### src/sv/spq_pkg.sv
// Shared codes and the result record of the sorted priority queue.
`timescale 1ns / 1ps

package spq_pkg;

  // Operation codes carried by an input beat.
  localparam logic [1:0] OP_INSERT = 2'd0;
  localparam logic [1:0] OP_REMOVE = 2'd1;
  localparam logic [1:0] OP_FIND   = 2'd2;

  // Status codes carried by a result beat.
  localparam logic [1:0] ST_OK      = 2'd0;
  localparam logic [1:0] ST_MISSING = 2'd1;
  localparam logic [1:0] ST_FULL    = 2'd2;

  // Widths of the result fields.
  localparam int unsigned PosW   = 5;
  localparam int unsigned ValueW = 32;

  // One result beat as the sequencer hands it to the top level.
  typedef struct packed {
    logic [1:0]        status;
    logic [PosW-1:0]   position;
    logic [ValueW-1:0] head_value;
    logic              head_valid;
    logic [PosW-1:0]   entry_count;
  } res_t;

endpackage

### src/sv/spq_mem.sv
// Entry store: one write port and one registered read port.
`timescale 1ns / 1ps

module spq_mem #(
  parameter int unsigned CAPACITY = 16,
  localparam int unsigned AddrW = $clog2(CAPACITY)
) (
  input  logic                         clk_i,
  input  logic                         we_i,
  input  logic [AddrW-1:0]             waddr_i,
  input  logic [spq_pkg::ValueW-1:0]   wdata_i,
  input  logic                         re_i,
  input  logic [AddrW-1:0]             raddr_i,
  output logic [spq_pkg::ValueW-1:0]   rdata_o
);

  logic [spq_pkg::ValueW-1:0] mem [CAPACITY];
  logic [spq_pkg::ValueW-1:0] rdata_q;

  // Write and read; read data is registered and appears in the cycle after the request.
  always_ff @(posedge clk_i) begin
    if (we_i) begin
      mem[waddr_i] <= wdata_i;
    end
    if (re_i) begin
      rdata_q <= mem[raddr_i];
    end
  end

  assign rdata_o = rdata_q;

endmodule

### src/sv/spq_ctrl.sv
// Sequencer: walks the entry store, shifts entries and builds each result.
`timescale 1ns / 1ps

module spq_ctrl #(
  parameter int unsigned CAPACITY = 16,
  localparam int unsigned AddrW = $clog2(CAPACITY),
  localparam int unsigned CntW  = $clog2(CAPACITY + 1)
) (
  input  logic                         clk_i,
  input  logic                         rst_ni,
  input  logic                         start_i,
  input  logic [1:0]                   op_i,
  input  logic [spq_pkg::ValueW-1:0]   item_value_i,
  output logic                         busy_o,
  output logic                         done_o,
  output spq_pkg::res_t                res_o,
  output logic                         mem_we_o,
  output logic [AddrW-1:0]             mem_waddr_o,
  output logic [spq_pkg::ValueW-1:0]   mem_wdata_o,
  output logic                         mem_re_o,
  output logic [AddrW-1:0]             mem_raddr_o,
  input  logic [spq_pkg::ValueW-1:0]   mem_rdata_i
);

  typedef enum logic [2:0] {
    S_IDLE  = 3'b001,
    S_SCAN  = 3'b010,
    S_PLACE = 3'b100
  } state_e;

  localparam logic [CntW-1:0] CapCnt = CntW'(CAPACITY);

  state_e                     state_q, state_d;
  logic [1:0]                 op_q, op_d;
  logic [spq_pkg::ValueW-1:0] val_q, val_d;
  logic [spq_pkg::ValueW-1:0] head_q, head_d;
  logic [AddrW-1:0]           idx_q, idx_d;
  logic [AddrW-1:0]           pos_q, pos_d;
  logic [CntW-1:0]            count_q, count_d;
  logic [1:0]                 status_q, status_d;
  logic                       found_q, found_d;
  logic                       done_q, done_d;

  logic [AddrW-1:0]           last_idx;
  logic                       at_last;
  logic                       match;
  logic                       above;
  logic [31:0]                pos_ext;
  logic [31:0]                count_ext;

  assign last_idx = AddrW'(count_q - CntW'(1));
  assign at_last  = (CntW'(idx_q) + CntW'(1)) == count_q;
  assign match    = mem_rdata_i == val_q;
  assign above    = $signed(mem_rdata_i) > $signed(val_q);

  // Next-state logic. Insert walks down from the tail moving larger entries
  // up by one; remove and find walk up from the head, and remove moves each
  // entry past the match down by one. Writes always trail the read pointer,
  // so a read never hits an entry written in the same or the previous cycle.
  always_comb begin
    state_d     = state_q;
    op_d        = op_q;
    val_d       = val_q;
    head_d      = head_q;
    idx_d       = idx_q;
    pos_d       = pos_q;
    count_d     = count_q;
    status_d    = status_q;
    found_d     = found_q;
    done_d      = 1'b0;
    mem_we_o    = 1'b0;
    mem_waddr_o = '0;
    mem_wdata_o = val_q;
    mem_re_o    = 1'b0;
    mem_raddr_o = '0;

    unique case (state_q)
      S_IDLE: begin
        if (start_i) begin
          op_d    = op_i;
          val_d   = item_value_i;
          found_d = 1'b0;
          pos_d   = '0;
          case (op_i) inside
            spq_pkg::OP_INSERT: begin
              if (count_q == CapCnt) begin
                status_d = spq_pkg::ST_FULL;
                done_d   = 1'b1;
              end else if (count_q == '0) begin
                mem_we_o    = 1'b1;
                mem_waddr_o = '0;
                mem_wdata_o = item_value_i;
                count_d     = count_q + CntW'(1);
                status_d    = spq_pkg::ST_OK;
                done_d      = 1'b1;
              end else begin
                mem_re_o    = 1'b1;
                mem_raddr_o = last_idx;
                idx_d       = last_idx;
                state_d     = S_SCAN;
              end
            end
            spq_pkg::OP_REMOVE, spq_pkg::OP_FIND: begin
              if (count_q == '0) begin
                status_d = spq_pkg::ST_MISSING;
                done_d   = 1'b1;
              end else begin
                mem_re_o    = 1'b1;
                mem_raddr_o = '0;
                idx_d       = '0;
                state_d     = S_SCAN;
              end
            end
            default: begin
              status_d = spq_pkg::ST_MISSING;
              done_d   = 1'b1;
            end
          endcase
        end
      end

      S_SCAN: begin
        case (op_q)
          spq_pkg::OP_INSERT: begin
            mem_we_o    = 1'b1;
            mem_waddr_o = idx_q + AddrW'(1);
            if (above) begin
              mem_wdata_o = mem_rdata_i;
              if (idx_q == '0) begin
                state_d = S_PLACE;
              end else begin
                idx_d       = idx_q - AddrW'(1);
                mem_re_o    = 1'b1;
                mem_raddr_o = idx_q - AddrW'(1);
              end
            end else begin
              mem_wdata_o = val_q;
              pos_d       = idx_q + AddrW'(1);
              count_d     = count_q + CntW'(1);
              status_d    = spq_pkg::ST_OK;
              done_d      = 1'b1;
              state_d     = S_IDLE;
            end
          end
          spq_pkg::OP_REMOVE: begin
            if (found_q) begin
              mem_we_o    = 1'b1;
              mem_waddr_o = idx_q - AddrW'(1);
              mem_wdata_o = mem_rdata_i;
            end else if (match) begin
              found_d = 1'b1;
              pos_d   = idx_q;
            end
            if (at_last) begin
              if (found_q || match) begin
                count_d  = count_q - CntW'(1);
                status_d = spq_pkg::ST_OK;
              end else begin
                status_d = spq_pkg::ST_MISSING;
              end
              done_d  = 1'b1;
              state_d = S_IDLE;
            end else begin
              idx_d       = idx_q + AddrW'(1);
              mem_re_o    = 1'b1;
              mem_raddr_o = idx_q + AddrW'(1);
            end
          end
          default: begin
            // Find stops at the first match or after the tail entry.
            if (match) begin
              pos_d    = idx_q;
              status_d = spq_pkg::ST_OK;
              done_d   = 1'b1;
              state_d  = S_IDLE;
            end else if (at_last) begin
              status_d = spq_pkg::ST_MISSING;
              done_d   = 1'b1;
              state_d  = S_IDLE;
            end else begin
              idx_d       = idx_q + AddrW'(1);
              mem_re_o    = 1'b1;
              mem_raddr_o = idx_q + AddrW'(1);
            end
          end
        endcase
      end

      S_PLACE: begin
        // Every entry was larger, so the new value becomes the head.
        mem_we_o    = 1'b1;
        mem_waddr_o = '0;
        mem_wdata_o = val_q;
        pos_d       = '0;
        count_d     = count_q + CntW'(1);
        status_d    = spq_pkg::ST_OK;
        done_d      = 1'b1;
        state_d     = S_IDLE;
      end

      default: begin
        state_d = S_IDLE;
      end
    endcase

    // The head register mirrors every write to the first entry.
    if (mem_we_o && (mem_waddr_o == '0)) begin
      head_d = mem_wdata_o;
    end
  end

  // Control state.
  always_ff @(posedge clk_i or negedge rst_ni) begin
    if (!rst_ni) begin
      state_q <= S_IDLE;
      count_q <= '0;
      done_q  <= 1'b0;
    end else begin
      state_q <= state_d;
      count_q <= count_d;
      done_q  <= done_d;
    end
  end

  // Working payload registers.
  always_ff @(posedge clk_i) begin
    op_q     <= op_d;
    val_q    <= val_d;
    head_q   <= head_d;
    idx_q    <= idx_d;
    pos_q    <= pos_d;
    status_q <= status_d;
    found_q  <= found_d;
  end

  // Result beat; counts are reported modulo the field width.
  assign pos_ext   = 32'(pos_q);
  assign count_ext = 32'(count_q);

  assign busy_o             = state_q != S_IDLE;
  assign done_o             = done_q;
  assign res_o.status       = status_q;
  assign res_o.position     = pos_ext[spq_pkg::PosW-1:0];
  assign res_o.head_valid   = count_q != '0;
  assign res_o.head_value   = (count_q != '0) ? head_q : '0;
  assign res_o.entry_count  = count_ext[spq_pkg::PosW-1:0];

endmodule

### src/sv/sorted_priority_queue_top.sv
// Top level of the sorted priority queue: sequencer and entry store.
//
//   Channel   Direction  Handshake                Fields
//   command   in         start_i, busy_o          op_i, item_value_i
//   result    out        done_o (one-cycle beat)  status_o, position_o,
//                                                 head_value_o, head_valid_o,
//                                                 entry_count_o
//
// A command beat is taken when start_i is high and busy_o is low. With n
// entries stored, insert walks down from the tail to its position (with a last
// step writing the head when the value becomes the head), remove walks all n
// entries and find walks up from the head to the match (all n entries when the
// value is absent), one entry per cycle through the single read port of the
// store; full-store, empty-store and unknown commands finish at once. The
// result beat follows on the next cycle, and a new command may be taken in
// that same cycle. Reset empties the queue; the receiver cannot stall results.
`timescale 1ns / 1ps

module sorted_priority_queue_top #(
  parameter int unsigned CAPACITY = 16
) (
  input  logic                clk_i,
  input  logic                rst_ni,
  input  logic                start_i,
  output logic                busy_o,
  input  logic [1:0]          op_i,
  input  logic signed [31:0]  item_value_i,
  output logic                done_o,
  output logic [1:0]          status_o,
  output logic [4:0]          position_o,
  output logic signed [31:0]  head_value_o,
  output logic                head_valid_o,
  output logic [4:0]          entry_count_o
);

  localparam int unsigned AddrW = $clog2(CAPACITY);

  spq_pkg::res_t               res;
  logic                        mem_we;
  logic [AddrW-1:0]            mem_waddr;
  logic [spq_pkg::ValueW-1:0]  mem_wdata;
  logic                        mem_re;
  logic [AddrW-1:0]            mem_raddr;
  logic [spq_pkg::ValueW-1:0]  mem_rdata;

  // Sequencer.
  spq_ctrl #(
    .CAPACITY (CAPACITY)
  ) u_ctrl (
    .clk_i        (clk_i),
    .rst_ni       (rst_ni),
    .start_i      (start_i),
    .op_i         (op_i),
    .item_value_i (item_value_i),
    .busy_o       (busy_o),
    .done_o       (done_o),
    .res_o        (res),
    .mem_we_o     (mem_we),
    .mem_waddr_o  (mem_waddr),
    .mem_wdata_o  (mem_wdata),
    .mem_re_o     (mem_re),
    .mem_raddr_o  (mem_raddr),
    .mem_rdata_i  (mem_rdata)
  );

  // Entry store.
  spq_mem #(
    .CAPACITY (CAPACITY)
  ) u_mem (
    .clk_i   (clk_i),
    .we_i    (mem_we),
    .waddr_i (mem_waddr),
    .wdata_i (mem_wdata),
    .re_i    (mem_re),
    .raddr_i (mem_raddr),
    .rdata_o (mem_rdata)
  );

  // Result fields.
  assign status_o      = res.status;
  assign position_o    = res.position;
  assign head_value_o  = res.head_value;
  assign head_valid_o  = res.head_valid;
  assign entry_count_o = res.entry_count;

endmodule

### config.mk
export PLATFORM = sky130hd
export DESIGN_NAME = sorted_priority_queue_top
export DESIGN_NICKNAME = d
export VERILOG_FILES = /design/src/sv/spq_pkg.sv /design/src/sv/spq_mem.sv /design/src/sv/spq_ctrl.sv /design/src/sv/sorted_priority_queue_top.sv
export SDC_FILE = /design/constraint.sdc
export NUM_CORES = 1
export LEC_CHECK = 0
export ABC_AREA = 0
export ABC_CLOCK_PERIOD_IN_PS = 7200
export BUFFER_PORTS_ARGS = -buffer_cell sky130_fd_sc_hd__buf_2
export CAP_MARGIN = 20
export CORE_MARGIN = 2
export CORE_UTILIZATION = 43
export DETAILED_ROUTE_END_ITERATION = 6
export PLACE_DENSITY = 0.57
export SLEW_MARGIN = 10
export SYNTH_ARGS = -nofsm -noshare
export SYNTH_HDL_FRONTEND = slang
export SYNTH_HIERARCHICAL = 1
export SYNTH_SLANG_ARGS = --single-unit
### constraint.sdc
create_clock -name clk_i -period 7.2 [get_ports clk_i]
set_input_delay 1.44 -clock clk_i [delete_from_list [all_inputs] [get_ports clk_i]]
set_output_delay 1.44 -clock clk_i [all_outputs]
set_load 0.01 [all_outputs]
==> impl_metrics.py, run 1 <==
metrics = {
    "sta": {
        "fmax_ghz": 0.2043,
        "relSlewSlack_pct": 27.82,
        "skew_ns": 0.02791,
        "final_hold_viol_count": 0,
        "final.setup.tns_ns": 0,
        "tightest_slew_ns": 1.080,
        "period_share_pct": 67.99,
        "whs_ns": 0.6446,
        "fin_crit_ns": 4.895,
        "rsz0062_at_grt": "false",
        "setup_viol": 0,
        "finalMaxSlewViolations": 0,
    },
    "grt": {
        "antenna_found_initial": 0,
        "grt_util_all_layers_pct": 21.51,
        "grt_overflow_total": 0,
        "grt_first_pass_wirelength_um": 98650,
        "grt_max_degree": 81,
        "grt_pass1_vias": 14265,
    },
    "layout": {
        "final_cells": 2437,
        "fin_area_mm2": 0.03010,
        "diodes": 0,
        "fill_cells": 4926,
        "final_layout_size_suffix_gt1_share_pct": 24.05,
        "areaGrowthSynthToFinish_pct": 14.02,
        "final_common_cell": "edfxtp_1",
        "mostFrequentLayoutCells": "621 x edfxtp_1, 128 x mux4_2, 93 x nand2_1, 83 x buf_2, 70 x clkbuf_16",
        "final_net_count": 1684,
    },
    "synthesis": {
        "synth_nets": 1573,
        "syn-cell-area_mm2": 0.02640,
        "synth_ff_type": "edfxtp_1",
        "synth.area.top_cells": "edfxtp_1 71%, mux4_2 11%, a22oi_1 1.8%, ha_1 1.8%, nand2_1 1.3%",
        "ys_types": 72,
        "synth_top_area_share_pct": 70.65,
        "ys_ff_latch": 630,
        "ys_async_sr_fraction_pct": 1.429,
        "synth_cells": 1498,
        "syn_area_per_cell_um2": 17.62,
        "yosys_warnings": 6,
        "synth_edf_count": 621,
        "synth_top_area_cell": "edfxtp_1",
        "yosysSeqAreaShare_pct": 71.51,
    },
    "detailed_routing": {
        "wl_per_cell_um": 27.67,
        "first_pass_iters": 5,
        "postRouteAntennaNets": 0,
        "drt-initial-drc-count": 1544,
        "vias_per_cell": 6.050,
        "drt-total-wl_um": 67430,
        "route.detailed.drc": 0,
        "via_count": 14744,
    },
    "worst_setup_path": {
        "cp.required_ns": 7.66,
        "slowest_stage": "and2_2",
        "critPathLaunchType": "flip-flop",
        "critPathKind": "reg -> reg",
        "reg2reg_from": "u_mem/rdata_o[23]",
        "crit_family": "compound AO/OA/AOI/OAI gates",
        "cp_num_buf_inv": 1,
        "arrival_ns": 5.36,
        "crit_path_max_incr_delay_ns": 0.99,
        "crit_fanout": 32,
        "critPathLaunch": "u_mem/rdata_o[23]",
        "crit_chain": "ha_1 > a21oi_1 > o21ai_0 > a2bb2oi_1 > a21oi_1 > buf_4 > nor2_1 > nand3_1 > o21ai_0 > and2_2 > a22oi_1 > nand2_1",
        "end_kind": "flip-flop",
    },
    "placed_design": {
        "place_area_mm2": 0.02793,
        "gp_congestion": 0.8590,
        "placed_cells_incl_taps": 2319,
        "hpwl_um": 40300,
        "io_buffers": 82,
    },
    "worst_hold_path": {
        "hold_start": "u_ctrl/count_q[4]",
        "hold_class": "reg -> reg",
    },
    "pwr": {
        "peakVddDrop_uv": 241.1,
        "p_total_mw": 10.30,
        "p_per_area_mw_per_mm2": 342.3,
        "p_leak_nw": 9.753,
    },
    "clocking": {
        "cts_setup_buffers": 0,
        "clock-sinks": 630,
        "tritoncts": "yes",
        "cts_max_level": 3,
        "cts.path.max_buffers": 3,
        "cts_repair_resize_count": 0,
        "clk_latency_ns": 0.61,
        "cts_inserted_buffers": 68,
        "clkTransAtPathRegs_ns": 0.06,
        "clockRootBuffer": "clkbuf_16",
        "cts_hold_buffers": 0,
    },
    "die": {
        "dieArea_mm2": 0.06338,
        "die_w_um": 251.8,
        "core_mm2": 0.06047,
        "die_h_um": 251.8,
        "start_util_pct": 43.65,
        "io_pins": 84,
        "rows": 90,
    },
    "outcome": {
        "status": "complete, no violations",
    },
    "job": {
        "drv_cap": 0,
    },
}
final timing paths:
path                            cells past startpoint  slack, ns           endpoint
worst min-delay path                                1       0.64  u_ctrl/count_q[4]
worst max-delay path                               12       2.30  u_mem/rdata_o[14]
worst min register to register                      1       0.64  u_ctrl/count_q[4]
max in group asynchronous                           1       6.25  u_ctrl/state_q[0]
worst max register to register                     12       2.30  u_mem/rdata_o[14]
min in group asynchronous                           1       0.68  u_ctrl/count_q[1]
cell families after synthesis:
group / Yosys count / share of synthesized area (%)
compound gates: 268 / 7.063
fa+ha+maj: 38 / 1.801
flops: 630 / 71.51
buf+inv: 133 / 2.233
simple gates: 267 / 5.209
other cells: 1 / 0.01421
mux: 148 / 11.68
xor+xnor: 13 / 0.4882
cell usage after synthesis, types with 3 or more instances:
cell type / n
edfxtp_1: 621
mux4_2: 128
nand2_1: 93
a22oi_1: 64
o21ai_0: 57
a21oi_1: 54
clkbuf_1: 49
nor2_1: 49
inv_1: 44
nor2b_1: 42
ha_1: 38
a221o_1: 32
mux2i_1: 19
buf_1: 13
buf_2: 12
nand3_1: 12
or3_1: 12
nor3_1: 11
buf_4: 10
o41ai_1: 10
nand2b_1: 9
nand4_1: 9
a211oi_1: 8
a31oi_1: 8
dfrtp_1: 8
xnor2_1: 7
buf_6: 5
xor2_1: 5
a221oi_1: 4
and2_1: 4
nand3b_1: 4
o22ai_1: 4
o21a_1: 3
per-layer routing:
layer  vias to the layer above  routed length [um]  track usage, %
met5                         -                   0               0
met4                         0                1793           6.684
met3                       117                4858           3.786
met2                       599               30420           31.93
met1                      7718               30360           32.48
li1                       6310                   -               -
through the flow:
| stage | worst slack, ns | util, % |
|---|---|---|
| after floorplan | 0.5603 | - |
| after global placement | 2.260 | 46.18 |
| after detailed placement | 2.212 | 46.18 |
| after CTS | 2.371 | 49.74 |
| after global routing | 1.980 | 49.77 |
| final | 2.305 | 49.77 |
sequential cells by signal, summed over array words and instances (netlist names):
register         cells
u_ctrl/idx_q         4
u_ctrl/op_q          2
u_ctrl/status_q      2
u_ctrl/count_q       5
u_ctrl/pos_q         4
u_ctrl/state_q       3
u_ctrl/val_q        32
u_ctrl/head_q       32
u_ctrl/found_q       1
u_mem/rdata_o       32
u_ctrl/done_o        1
u_mem/mem          512
worst reg2reg max path, delay by kind of cell (launching register included):
kind            cells  cell delay (ns)
compound gates      6             1.98
simple gates        4             1.71
flops               1             0.42
fa+ha+maj           1             0.35
buf+inv             1             0.29
report_power, final:
group          total [mW]  leakage (nW)  switching (mW)  internal [mW]
Clock                3.40          1.05            1.40           2.01
Sequential           4.73          5.73           0.165           4.56
Combinational        2.17          2.97            1.40          0.774
area by class of cell:
type / instances / area, um2 / share of cell area (%)
Clock buffer: 86 / 1822 / 6.053
Clock inverter: 30 / 327.8 / 1.089
Tap cell: 782 / 978.4 / 3.251
Timing Repair Buffer: 130 / 800.8 / 2.661
Inverter: 44 / 165.2 / 0.5488
Sequential cell: 630 / 18870 / 62.71
Multi-Input combinational cell: 735 / 7128 / 23.68
(Power assumes the default switching activity.)
==> run 2, diff against run 1 <==
--- a/config.mk
+++ b/config.mk
@@ -6,13 +6,13 @@
 export NUM_CORES = 1
 export LEC_CHECK = 0
 export ABC_AREA = 0
-export ABC_CLOCK_PERIOD_IN_PS = 7200
+export ABC_CLOCK_PERIOD_IN_PS = 4070
 export BUFFER_PORTS_ARGS = -buffer_cell sky130_fd_sc_hd__buf_2
 export CAP_MARGIN = 20
 export CORE_MARGIN = 2
 export CORE_UTILIZATION = 43
 export DETAILED_ROUTE_END_ITERATION = 6
-export PLACE_DENSITY = 0.57
+export PLACE_DENSITY = 0.59
 export SLEW_MARGIN = 10
 export SYNTH_ARGS = -nofsm -noshare
 export SYNTH_HDL_FRONTEND = slang
==> constraint.sdc (replaced) <==
create_clock -name clk_i -period 4.07 [get_ports clk_i]
set_input_delay 0.814 -clock clk_i [delete_from_list [all_inputs] [get_ports clk_i]]
set_output_delay 0.814 -clock clk_i [all_outputs]
set_load 0.01 [all_outputs]
==> run 2 against run 1 <==
  * Flip-flop and latch count stayed put
  * Wire length is 4.2% higher
  * Maximum frequency is 22% higher
  * Via count is 4.4% higher
  * Combinational power is 110% higher
  * First-iteration DRC count is 1.1% higher
  * Sequential power is 76% higher
  * Largest power group unchanged
==> impl_metrics.py, run 2 (synthesis results as in run 1) <==
metrics = {
    "worst_setup_path": {
        "crit_fanout": 12,
        "cp.required_ns": 4.42,
        "crit_path_max_incr_delay_ns": 0.60,
        "path_depth": 13,
        "arrival_ns": 4.34,
        "critPathKind": "reg -> reg",
        "slowest_stage": "or4_4",
        "crit_chain": "ha_1 > nand4_1 > or4_4 > or4_4 > nand3_1 > nand2_1 > nand2_1 > o22ai_4 > buf_12 > buf_12 > mux4_2 > a22oi_2 > nand2_1",
        "critPathLaunchType": "flip-flop",
        "cp_num_buf_inv": 2,
        "end_kind": "flip-flop",
        "crit_family": "simple AND/OR/NAND/NOR gates",
        "cpMostUsedCell": "nand2_1",
        "reg2regPathDepth": 13,
    },
    "pwr": {
        "p_per_area_mw_per_mm2": 599.4,
        "p_leak_nw": 10.53,
        "peakVddDrop_uv": 336.6,
    },
    "grt": {
        "grt_first_pass_wirelength_um": 101700,
        "antenna_found_initial": 0,
        "grt_util_all_layers_pct": 22.27,
        "grt_pass1_vias": 15294,
        "grt_overflow_total": 0,
        "grt_max_degree": 36,
    },
    "detailed_routing": {
        "first_pass_iters": 6,
        "drt-initial-drc-count": 1561,
        "postRouteAntennaNets": 0,
        "wl_per_cell_um": 27.35,
        "route.detailed.drc": 0,
        "via_count": 15395,
        "drt-total-wl_um": 70250,
        "vias_per_cell": 5.993,
    },
    "sta": {
        "setup_slack_ns": 0.07264,
        "final_hold_viol_count": 0,
        "fin_crit_ns": 3.997,
        "relSlewSlack_pct": 26.19,
        "setup_viol": 0,
        "rsz0062_at_grt": "true",
        "tightest_slew_ns": 1.104,
        "finalMaxSlewViolations": 0,
        "fmax_ghz": 0.2502,
        "skew_ns": 0.02373,
        "period_share_pct": 98.22,
    },
    "layout": {
        "top_register": "u_mem/mem",
        "final_layout_size_suffix_gt1_share_pct": 31.45,
        "final_common_cell": "edfxtp_1",
        "mostFrequentLayoutCells": "621 x edfxtp_1, 141 x buf_4, 128 x mux4_2, 93 x nand2_1, 82 x buf_2",
        "areaGrowthSynthToFinish_pct": 20.22,
        "final_net_count": 1815,
        "diodes": 0,
        "largest_reg_flops": 512,
        "final_cells": 2569,
    },
    "die": {
        "io_pins": 84,
        "rows": 90,
        "core_mm2": 0.06047,
        "die_h_um": 251.8,
        "die_w_um": 251.8,
        "dieArea_mm2": 0.06338,
        "start_util_pct": 43.65,
    },
    "clocking": {
        "clock-sinks": 630,
        "cts_max_level": 3,
        "tritoncts": "yes",
        "clockRootBuffer": "clkbuf_16",
        "clkTransAtPathRegs_ns": 0.06,
        "cts.path.max_buffers": 3,
        "cts_inserted_buffers": 69,
        "clk_latency_ns": 0.61,
    },
    "placed_design": {
        "placed_cells_incl_taps": 2432,
        "hpwl_um": 42520,
        "post-place-ws_ns": -0.07225,
        "io_buffers": 82,
        "gp_congestion": 0.8607,
    },
    "outcome": {
        "status": "complete, no violations",
    },
    "worst_hold_path": {
        "hold_class": "in -> async",
    },
    "job": {
        "drv_cap": 0,
    },
}
-- run 2: cell count changes in the layout (fill, tap and decap cells not counted), sizes merged --
cell	previous run	this run
buf	130	258
bufinv	6	5
clkbuf	86	84
clkinv	23	26
clkinvlp	0	1
inv	45	48
-- run 2: per-stage QoR --
| stage | util, % | instance area [um2] | TNS [ns] | total power, mW | hold WS (ns) |
|---|---|---|---|---|---|
| 2_1_floorplan | - | 26470 | -124.96 | 11.02 | 0.5184 |
| 6_report | 52.47 | 31730 | 0 | 19.02 | 0.05799 |
| 5_1_grt | 52.47 | 31730 | -0.3468 | 19.80 | 0.05563 |
| 3_3_place_gp | 48.25 | 29180 | -0.06499 | 12.74 | 0.5785 |
| 4_1_cts | 51.98 | 31430 | 0 | 18.97 | 0.03706 |
| 3_5_place_dp | 48.25 | 29180 | -0.3891 | 12.83 | 0.5824 |
-- run 2: final cells by class --
class / count / area [um2]
well taps: 782 / 978.4
clock buffers: 82 / 1861
multi-input cells: 735 / 7306
repair buffers: 260 / 2212
flip-flops and latches: 630 / 18870
fillers: 4762 / 28740
inverters: 44 / 165.2
clock inverters: 36 / 335.3
-- run 2: path summary, 6_finish.rpt --
path,slack [ns],endpoint,start
min reg2reg,0.59,u_ctrl/count_q[0],u_ctrl/count_q[0]
max in group asynchronous,3.75,u_ctrl/state_q[0],rst_ni
max reg2reg,0.07,u_mem/rdata_o[24],u_mem/rdata_o[24]
min in group clk_i,0.42,u_ctrl/op_q[1],op_i[1]
max,0.07,u_mem/rdata_o[24],u_mem/rdata_o[24]
min,0.06,u_ctrl/count_q[0],rst_ni
-- run 2: per-layer routing --
metal,vias to the layer above,GRT usage [%],routed length [um]
li1,6561,-,-
met1,8083,31.48,29930
met3,114,3.446,5183
met5,-,0,0
met4,0,7.738,1801
met2,637,35.46,33340
-- run 2: worst reg2reg max path, stage by stage (launching register included) --
cell and delay, ns:
edfxtp_1 0.43, ha_1 0.32, nand4_1 0.19, or4_4 0.60, or4_4 0.56, nand3_1 0.19
nand2_1 0.07, nand2_1 0.13, o22ai_4 0.13, buf_12 0.19, buf_12 0.17, mux4_2 0.48
a22oi_2 0.20, nand2_1 0.08
-- run 2: report_power, final --
group	switching (mW)	internal [mW]
Sequential	0.261	8.07
Combinational	2.70	1.91
Clock	2.50	3.58
-- run 2: what timing repair did --
action | CTS | global route
pin swaps | 1 | 8
gates resized for setup | 2 | 33
buffers inserted | 2 | 16
gates cloned | 1 | 2
endpoints found under the hold margin | 0 | 0
hold buffers | 0 | 0
setup endpoints to repair | 11 | 32
